[config.mk]
export PLATFORM = sky130hd
export DESIGN_NAME = htv_queue
export DESIGN_NICKNAME = d
export VERILOG_FILES = /design/src/hw/rtl/heightmap_terrain_vertex_macros.svh /design/src/hw/rtl/htv_pkg.sv /design/src/hw/rtl/htv_queue.sv
export SDC_FILE = /design/constraint.sdc
export NUM_CORES = 1
export LEC_CHECK = 0
export ABC_CLOCK_PERIOD_IN_PS = 21700
export BUFFER_PORTS_ARGS = -buffer_cell sky130_fd_sc_hd__buf_2
export CELL_PAD_IN_SITES_DETAIL_PLACEMENT = 0
export CELL_PAD_IN_SITES_GLOBAL_PLACEMENT = 1
export CORE_MARGIN = 2
export CORE_UTILIZATION = 30
export CTS_CLUSTER_SIZE = 10
export DETAILED_ROUTE_END_ITERATION = 6
export PLACE_DENSITY_LB_ADDON = 0.1
export SLEW_MARGIN = 15
export SYNTH_ARGS = -nofsm -noshare
export SYNTH_HDL_FRONTEND = slang
export SYNTH_SLANG_ARGS = --single-unit
[constraint.sdc]
create_clock -name clock -period 21.7 [get_ports clock]
set_clock_uncertainty 0.15 [all_clocks]
set_input_delay 2.17 -clock clock [delete_from_list [all_inputs] [get_ports clock]]
set_output_delay 2.17 -clock clock [all_outputs]
set_load 0.01 [all_outputs]
[src/hw/rtl/heightmap_terrain_vertex_macros.svh]
// Assertion macros shared by the terrain vertex RTL.
`ifndef HEIGHTMAP_TERRAIN_VERTEX_MACROS_SVH
`define HEIGHTMAP_TERRAIN_VERTEX_MACROS_SVH

// Property that must hold at every edge out of reset.
`define HTV_ASSERT_ALWAYS(lbl, expr, msg) \
   lbl: assert property (@(posedge clock) disable iff (reset) (expr)) else $error(msg);

// Same-cycle implication.
`define HTV_ASSERT_IMPLIES(lbl, ante, cons, msg) \
   lbl: assert property (@(posedge clock) disable iff (reset) (ante) |-> (cons)) \
      else $error(msg);

`endif

[src/hw/rtl/htv_pkg.sv]
// Types and constants for the terrain vertex block.
`default_nettype none
package htv_pkg;

   localparam int IDX_W  = 10;
   localparam int MAP_W  = 13;
   localparam int SIDE_W = 11;
   localparam int CSR_AW = 2;

   localparam logic [CSR_AW-1:0] CSR_MAP_SIDE   = 2'd0;
   localparam logic [CSR_AW-1:0] CSR_GRID_VERTS = 2'd1;
   localparam logic [CSR_AW-1:0] CSR_IMAGE_SIDE = 2'd2;

   localparam logic [MAP_W-1:0]  MAP_SIDE_RST   = 13'd64;
   localparam logic [SIDE_W-1:0] GRID_VERTS_RST = 11'd64;
   localparam logic [SIDE_W-1:0] IMAGE_SIDE_RST = 11'd256;

   localparam logic [20:0] POS_MAX = 21'h1FFFFF;
   localparam logic [18:0] TEX_MAX = 19'h7FFFF;

   localparam int                 HEIGHT_GAIN = 100;
   localparam logic signed [15:0] HEIGHT_BIAS = 16'sd3200;
   localparam logic [29:0]        NY_SQ       = 30'd262144;   // 512 squared

   localparam int DIV_STEPS   = 29;   // quotient bits per divider
   localparam int SQRT_STEPS  = 15;   // root bits
   localparam int FRONT_DEPTH = 5;
   localparam int QDEPTH      = 8;
   localparam int QAW         = 3;
   localparam int BUSY_LEVEL  = QDEPTH - FRONT_DEPTH;

   typedef struct packed {
      logic [9:0]  grid_row;
      logic [9:0]  grid_col;
      logic [23:0] center_pixel;
      logic [23:0] left_pixel;
      logic [23:0] right_pixel;
      logic [23:0] down_pixel;
      logic [23:0] up_pixel;
   } htv_req_type;

   typedef struct packed {
      logic [20:0]        pos_x;
      logic signed [15:0] pos_height;
      logic [20:0]        pos_z;
      logic signed [15:0] normal_x;
      logic [14:0]        normal_y;
      logic signed [15:0] normal_z;
      logic [18:0]        tex_u;
      logic [18:0]        tex_v;
   } htv_rsp_type;

   // Position/texture dividends with their overflow flags.
   typedef struct packed {
      logic [30:0] pos_x_num;
      logic [30:0] pos_z_num;
      logic [28:0] tex_u_num;
      logic [28:0] tex_v_num;
      logic        pos_x_sat;
      logic        pos_z_sat;
      logic        tex_u_sat;
      logic        tex_v_sat;
   } htv_idx_type;

   // One classified vertex between front and back.
   typedef struct packed {
      logic signed [15:0] height;
      logic               neg_x;
      logic               neg_z;
      logic [29:0]        dx2;
      logic [29:0]        dz2;
      logic [30:0]        s;
      htv_idx_type        idx;
   } htv_entry_type;

   typedef struct packed {
      logic           empty;
      logic [QAW:0]   level;
   } htv_qstat_type;

endpackage
`default_nettype wire

[src/hw/rtl/htv_queue.sv]
// Short FIFO between front and back.
`default_nettype none
module htv_queue (
   input  wire logic                   clock,
   input  wire logic                   reset,
   input  wire logic                   push,
   input  wire htv_pkg::htv_entry_type push_entry,
   input  wire logic                   pop,
   output htv_pkg::htv_entry_type      head,
   output htv_pkg::htv_qstat_type      stat
);

   htv_pkg::htv_entry_type     mem_ff [htv_pkg::QDEPTH];
   logic [htv_pkg::QAW-1:0]    wr_ff, wr_in, rd_ff, rd_in;
   logic [htv_pkg::QAW:0]      lvl_ff, lvl_in;

   always_comb begin
      wr_in  = push ? wr_ff + 1'b1 : wr_ff;
      rd_in  = pop  ? rd_ff + 1'b1 : rd_ff;
      lvl_in = lvl_ff + {{htv_pkg::QAW{1'b0}}, push} - {{htv_pkg::QAW{1'b0}}, pop};
   end

   always_ff @(posedge clock) begin
      if (reset) begin
         wr_ff  <= '0;
         rd_ff  <= '0;
         lvl_ff <= '0;
      end else begin
         wr_ff  <= wr_in;
         rd_ff  <= rd_in;
         lvl_ff <= lvl_in;
      end
   end

   always_ff @(posedge clock) begin
      if (push) begin
         mem_ff[wr_ff] <= push_entry;
      end
   end

   assign head       = mem_ff[rd_ff];
   assign stat.empty = (lvl_ff == '0);
   assign stat.level = lvl_ff;

endmodule
`default_nettype wire

==> out/metrics.cfg, run 1 <==
[global_routing]
track_usage_pct=14.47
grt_max_degree=133
grt_pass1_wl_mm=245.6
grt-ovfl-total=0
grt_pass1_vias=34230
grt_antenna_before_repair=80

[floorplan]
start_util_pct=30.10
die_area_um2=239200
core_um2=234500
die_w_um=489.1
die_h_um=489.1
rows=178
design.portCount=475

[route]
initialDrtViolationCount=1957
wirelength_mm=174.7
vias=31050
antenna_left=0
drc_errors=0
vias_per_cell=4.676
dr.pass1.iters=5
wl_per_cell_um=26.31

[clock_network]
clockRootBuffer=clkbuf_16
path_clk_slew_ns=0.06
clock_sinks=1877
cts_tree=built
insertion_delay_ns=0.86
htree_levels=4
post_cts_resized=0
cts_buffer_depth=3
cts_setup_buffers=0
cts_buffers=214
cts_hold_buf=0

[timing]
max_slew_margin_pct=27.74
setup_viol=0
worst_pin_slew_ns=1.081
hold_viol=0
finalWorstPathRequiredPeriod_ns=8.297
fmax_ghz=0.1205
fin_hold_ws_ns=0.3772
finalCritPeriodShare_pct=38.24
drv_slew=0
fin_setup_tns_ns=0
rsz0062_at_grt=false

[setup_path]
critical_path_class=reg2out
slowest_delay_ns=0.87
cp.required_ns=19.38
crit_buf_inv=5
crit_path_cell_trace=buf_4, buf_4, buf_4, buf_4, mux4_2, mux2_2, buf_2
crit_slowest_cell=dfxtp_4
startpoint_type=register
path_common_cell=buf_4
arrival_ns=5.98
cp_max_fo=40
endpoint_kind=output pin
path_delay_family=buffers and inverters

[yosys]
synth.avg_cell_area_um2=25.56
ys_ff_latch=1877
syn-cell-area_um2=70580
syn_nets=3006
synth.distinct_cells=23
yosys.area.top_type=edfxtp_1
syn_inst=2761
yosysTopAreaCellShare_pct=79.30
ys_seq_area_share_pct=79.67
ys_warn_count=0
synth_area_leaders=edfxtp_1, mux4_2, mux2_2

[placed_design]
gp_congestion=0.6941
placed_area_um2=76590
dpl.hpwl_mm=94.53
port_buffers=474

[power_and_ir_drop]
p_comb_share_pct=8.1
powerDensity_nw_per_um2=95.77
ir_drop_mv=0.07434
p_sw_share_pct=21.97
internal_power_w=0.006175
power.leakage_nw=25.59
seqPwrFrac_pct=52.0
clkPwrFrac_pct=39.9
p_switching_w=0.001739

[job]
drv_cap=0

[layout]
fillCellCount=21500
design_area_um2=82630
final_core_util_pct=35.24
drive_gt1_share_pct=42.94
area_delta_synth_final_pct=17.07
layout.nets=3630

[run_status]
status=finished, final reports clean

[worst_hold_path]
min_path_type=reg2reg

cell families (layout without fill, tap and decap cells):
kind of cell,count (synthesis),after routing,share of synthesized area [%]
flops,1877,1877,79.67
fa+ha+maj,8,8,0.1524
mux,701,701,18.61
compound gates,3,3,0.02659
other cells,0,25,0
buf+inv,138,842,1.292
simple gates,29,29,0.1808
xor+xnor,5,5,0.06205
sequential cells by signal, indices dropped and copies added, names as in the netlist, named ones only:
register and flops:
mem_ff 1864, lvl_ff 4, rd_ff 3, wr_ff 3
metrics by stage:
step                setup WS (ns)  instances  total power (W)
floorplan                   2.498       2761         0.004606
global placement            13.97       6319         0.004840
detailed placement          13.91       6319         0.004855
CTS                         12.91       6615         0.008063
global route                12.70       6617         0.008230
finish                      13.40       6640         0.007914
final timing paths:
path         startpoint        endpoint  slack (ns)  depth (start not counted)
min reg2reg    rd_ff[2]        rd_ff[2]        0.38                          2
min            rd_ff[2]        rd_ff[2]        0.38                          2
max            register        head[83]       13.40                          7
max reg2reg    wr_ff[2]  mem_ff[2][126]       17.01                          5
power by group through the flow:
stage / clock network [W] / registers (W) / logic [W]
2_1_floorplan: 0 / 0.00422 / 0.000387
3_3_place_gp: 0 / 0.00419 / 0.000655
3_5_place_dp: 0 / 0.00419 / 0.000663
4_1_cts: 0.00328 / 0.00412 / 0.000666
5_1_grt: 0.00341 / 0.00412 / 0.000697
6_report: 0.00316 / 0.00412 / 0.000637
layer usage:
layer | part of all wire (%) | global-route usage [%] | vias up | routed length (um)
met5 | 0.19 | 0 | - | 324
met4 | 2.7 | 4.487 | 52 | 4641
met3 | 7.1 | 4.050 | 341 | 12440
met2 | 49 | 24.26 | 744 | 85800
met1 | 41 | 18.13 | 16780 | 71460
li1 | - | - | 13130 | -
cells in the final DEF (no fill, tap or decap), types with 2 or more instances in the layout:
cell type,count
edfxtp_1,1864
inv_6,3
diode_2,25
mux4_2,466
nand2_1,4
ha_1,7
inv_16,2
nor2_1,10
mux2_2,233
clkinv_1,12
dfxtp_4,3
a21oi_1,2
buf_4,63
clkinv_8,6
clkbuf_8,3
clkinv_2,3
nor3_2,2
mux2i_1,2
nor2_4,6
inv_1,7
bufinv_16,2
dfxtp_1,10
xnor2_1,2
nand2b_1,4
buf_2,474
clkbuf_16,214
buf_12,2
clkbuf_1,46
clkinv_16,4
xor2_1,3
area by class of cell:
| type | instances | area, um2 | share of cell area (%) |
|---|---|---|---|
| flip-flops and latches | 1877 | 56250 | 68.07 |
| multi-input cells | 746 | 13490 | 16.33 |
| clock buffers | 263 | 5569 | 6.740 |
| well taps | 3150 | 3941 | 4.770 |
| repair buffers | 539 | 2885 | 3.492 |
| clock inverters | 33 | 411.6 | 0.4982 |
| diodes | 25 | 62.56 | 0.07571 |
| inverters | 7 | 26.28 | 0.03180 |
worst min-delay path, delay by kind of cell (launching register included):
family / cells / cell delay (ns)
simple gates: 1 / 0.10
xor+xnor: 1 / 0.07
flops: 1 / 0.32
Yosys cell counts, drive strengths merged:
cell type  number
a21oi           2
a31o            1
and3            1
buf            95
clkbuf         36
dfxtp          13
edfxtp       1864
fa              1
ha              7
inv             7
mux2          233
mux2i           2
mux4          466
nand2           4
nand2b          4
nand3           1
nor2           16
nor2b           1
nor3            2
xnor2           2
xor2            3
No activity file was read; power rests on OpenSTA's default activity.
==> inputs of run 2 (changes only) <==
Settings changed: ABC_CLOCK_PERIOD_IN_PS 21700 to 7900.
Clock period 21.7 ns to 7.9 ns, I/O delays scaled along.
==> out/metrics.cfg, run 2 (same netlist as run 1, synthesis figures left out) <==
[clock_network]
path_clk_slew_ns=0.05  ; about the same
cts_tree=built
cts_hold_buf=195  ; +195
cts_buffers=215  ; +0.47%
clockRootBuffer=clkbuf_16
post_cts_resized=0  ; unchanged
clock_sinks=1877  ; unchanged
cts_setup_buffers=0  ; unchanged
insertion_delay_ns=0.83  ; -0.03 ns
htree_levels=4  ; unchanged
cts_buffer_depth=3  ; unchanged

[layout]
drive_gt1_share_pct=40.33  ; -2.6 points
fillCellCount=21380  ; -0.57%
layout.nets=3815  ; +5.1%
layout_common_cells=edfxtp_1, buf_2, mux4_2
largest_registers=mem_ff (1864), lvl_ff (4)
final_common_cell=edfxtp_1
final_core_util_pct=36.15  ; +0.91 points
design_area_um2=84770  ; +2.6%
largest_reg_flops=1864  ; unchanged
multi_input_area_um2=13500  ; about the same
largest_register=mem_ff
area_delta_synth_final_pct=20.10
seq_area_um2=56250  ; unchanged

[setup_path]
critical_path_class=reg2out
cp.required_ns=6.96  ; -12.42 ns
arrival_ns=3.70  ; -2.28 ns
path_delay_family=flip-flops
ff2ff_path_depth=4  ; -1
crit_buf_inv=2  ; -3
cp_max_fo=140  ; +250%
startpoint_type=register
slowest_delay_ns=0.92  ; +0.05 ns
rr_endpoint=mem_ff[5][200]
crit_path_cell_trace=buf_12, mux4_2, mux2_2, buf_2
r2r_start=wr_ff[0]
r2r_slack_ns=4.82  ; -12.19 ns
crit_slowest_cell=dfxtp_4
endpoint_kind=output pin

[floorplan]
rows=178  ; unchanged
die_area_um2=239200  ; unchanged
die_w_um=489.1  ; unchanged
die_h_um=489.1  ; unchanged
start_util_pct=30.10  ; unchanged
design.portCount=475  ; unchanged
core_um2=234500  ; unchanged

[route]
wirelength_mm=177.9  ; +1.8%
drc_errors=0  ; unchanged
vias_per_cell=4.669  ; -0.14%
wl_per_cell_um=26.06  ; -0.92%
initialDrtViolationCount=1969  ; +0.61%
dr.pass1.iters=5  ; unchanged
vias=31870  ; +2.6%
antenna_left=0  ; unchanged

[run_status]
status=finished, final reports clean

[global_routing]
grt_pass1_vias=35120  ; +2.6%
track_usage_pct=14.76  ; +0.29 points
grt_antenna_before_repair=47  ; -41%
grt_max_degree=144  ; +8.3%
grt-ovfl-total=0  ; unchanged
grt_pass1_wl_mm=250.7  ; +2.1%

[timing]
finalWorstPathRequiredPeriod_ns=4.640
hold_viol=0  ; unchanged
max_slew_margin_pct=14.33  ; -13 points
fmax_ghz=0.2155
finalCritPeriodShare_pct=58.74
rsz0062_at_grt=false
worst_pin_slew_ns=1.285  ; +0.2038 ns
setup_viol=0  ; unchanged
fin_setup_tns_ns=0  ; unchanged
drv_slew=0  ; unchanged

[placed_design]
dpl.hpwl_mm=93.02  ; -1.6%
port_buffers=474  ; unchanged
gp_congestion=0.6932  ; -0.13%
placed_area_um2=76780  ; +0.25%

[power_and_ir_drop]
ir_drop_mv=0.1904  ; +160%
powerDensity_nw_per_um2=257.9  ; +170%
power.leakage_nw=26.41  ; +3.2%

[worst_hold_path]
min_path_type=in2reg
holdPathStages=1  ; -1
hp-start=push_entry[22]
worst_hold_path.endpoint=mem_ff[6][22]

[job]
drv_cap=0  ; unchanged

==> run 2: cell count changes in the layout (fill, tap and decap cells not counted), sizes merged <==
| cell | delta |
|---|---|
| diode | -7 |
| dlygate4sd3 | +195 |
| inv | +1 |
| clkbuf | +5 |
| buf | -11 |
| clkinv | +2 |
==> run 2: cell type report <==
| cell class | count | share of cell area (%) |
|---|---|---|
| clock inverters | 36 | 0.4147 |
| diodes | 18 | 0.05313 |
| well taps | 3150 | 4.649 |
| repair buffers | 723 | 5.919 |
| inverters | 7 | 0.03099 |
| multi-input cells | 746 | 15.93 |
| clock buffers | 268 | 6.655 |
| flip-flops and latches | 1877 | 66.35 |
==> run 2: worst register-to-register path, stage by stage, from the launching register on <==
cell	delay (ns)
dfxtp_1	0.53
nand2b_1	0.22
nor2_4	0.56
buf_12	0.60
buf_4	0.60
==> run 2: layer usage <==
layer | global-route usage (%) | part of all wire, % | vias to the layer above | wire length (um)
met2 | 24.69 | 49 | 754 | 87040
met1 | 18.94 | 43 | 17280 | 75650
met5 | 0 | 0.12 | - | 214
met3 | 3.670 | 5.9 | 305 | 10580
met4 | 4.366 | 2.5 | 36 | 4400
li1 | - | - | 13490 | -
==> run 2: where the power goes <==
part	internal [W]	total, W	switching [W]
combinational	0.000845	0.00186	0.00101
sequential	0.0112	0.0113	0.0000784
clock	0.00500	0.00869	0.00369
==> run 2: how the worst max path moves through the flow <==
stage	start	endpoint	slack (ns)	depth (start not counted)
6_report	register	head[156]	3.26	4
4_1_cts	register	head[25]	3.01	4
5_1_grt	register	head[31]	2.94	4
3_5_place_dp	register	head[25]	3.99	4
3_3_place_gp	register	head[24]	4.00	4
2_1_floorplan	push	mem_ff[6][0]	-3.65	2
==> run 2: metrics by stage <==
step	hold WS (ns)	std cells	power [W]	setup WS (ns)
floorplan	0.3347	2761	0.01261	-3.655
global placement	0.3525	6308	0.01330	4.000
detailed placement	0.3743	6308	0.01335	3.990
CTS	0.0002266	6807	0.02227	3.012
global route	0.03779	6815	0.02272	2.945
finish	0.09658	6825	0.02186	3.260
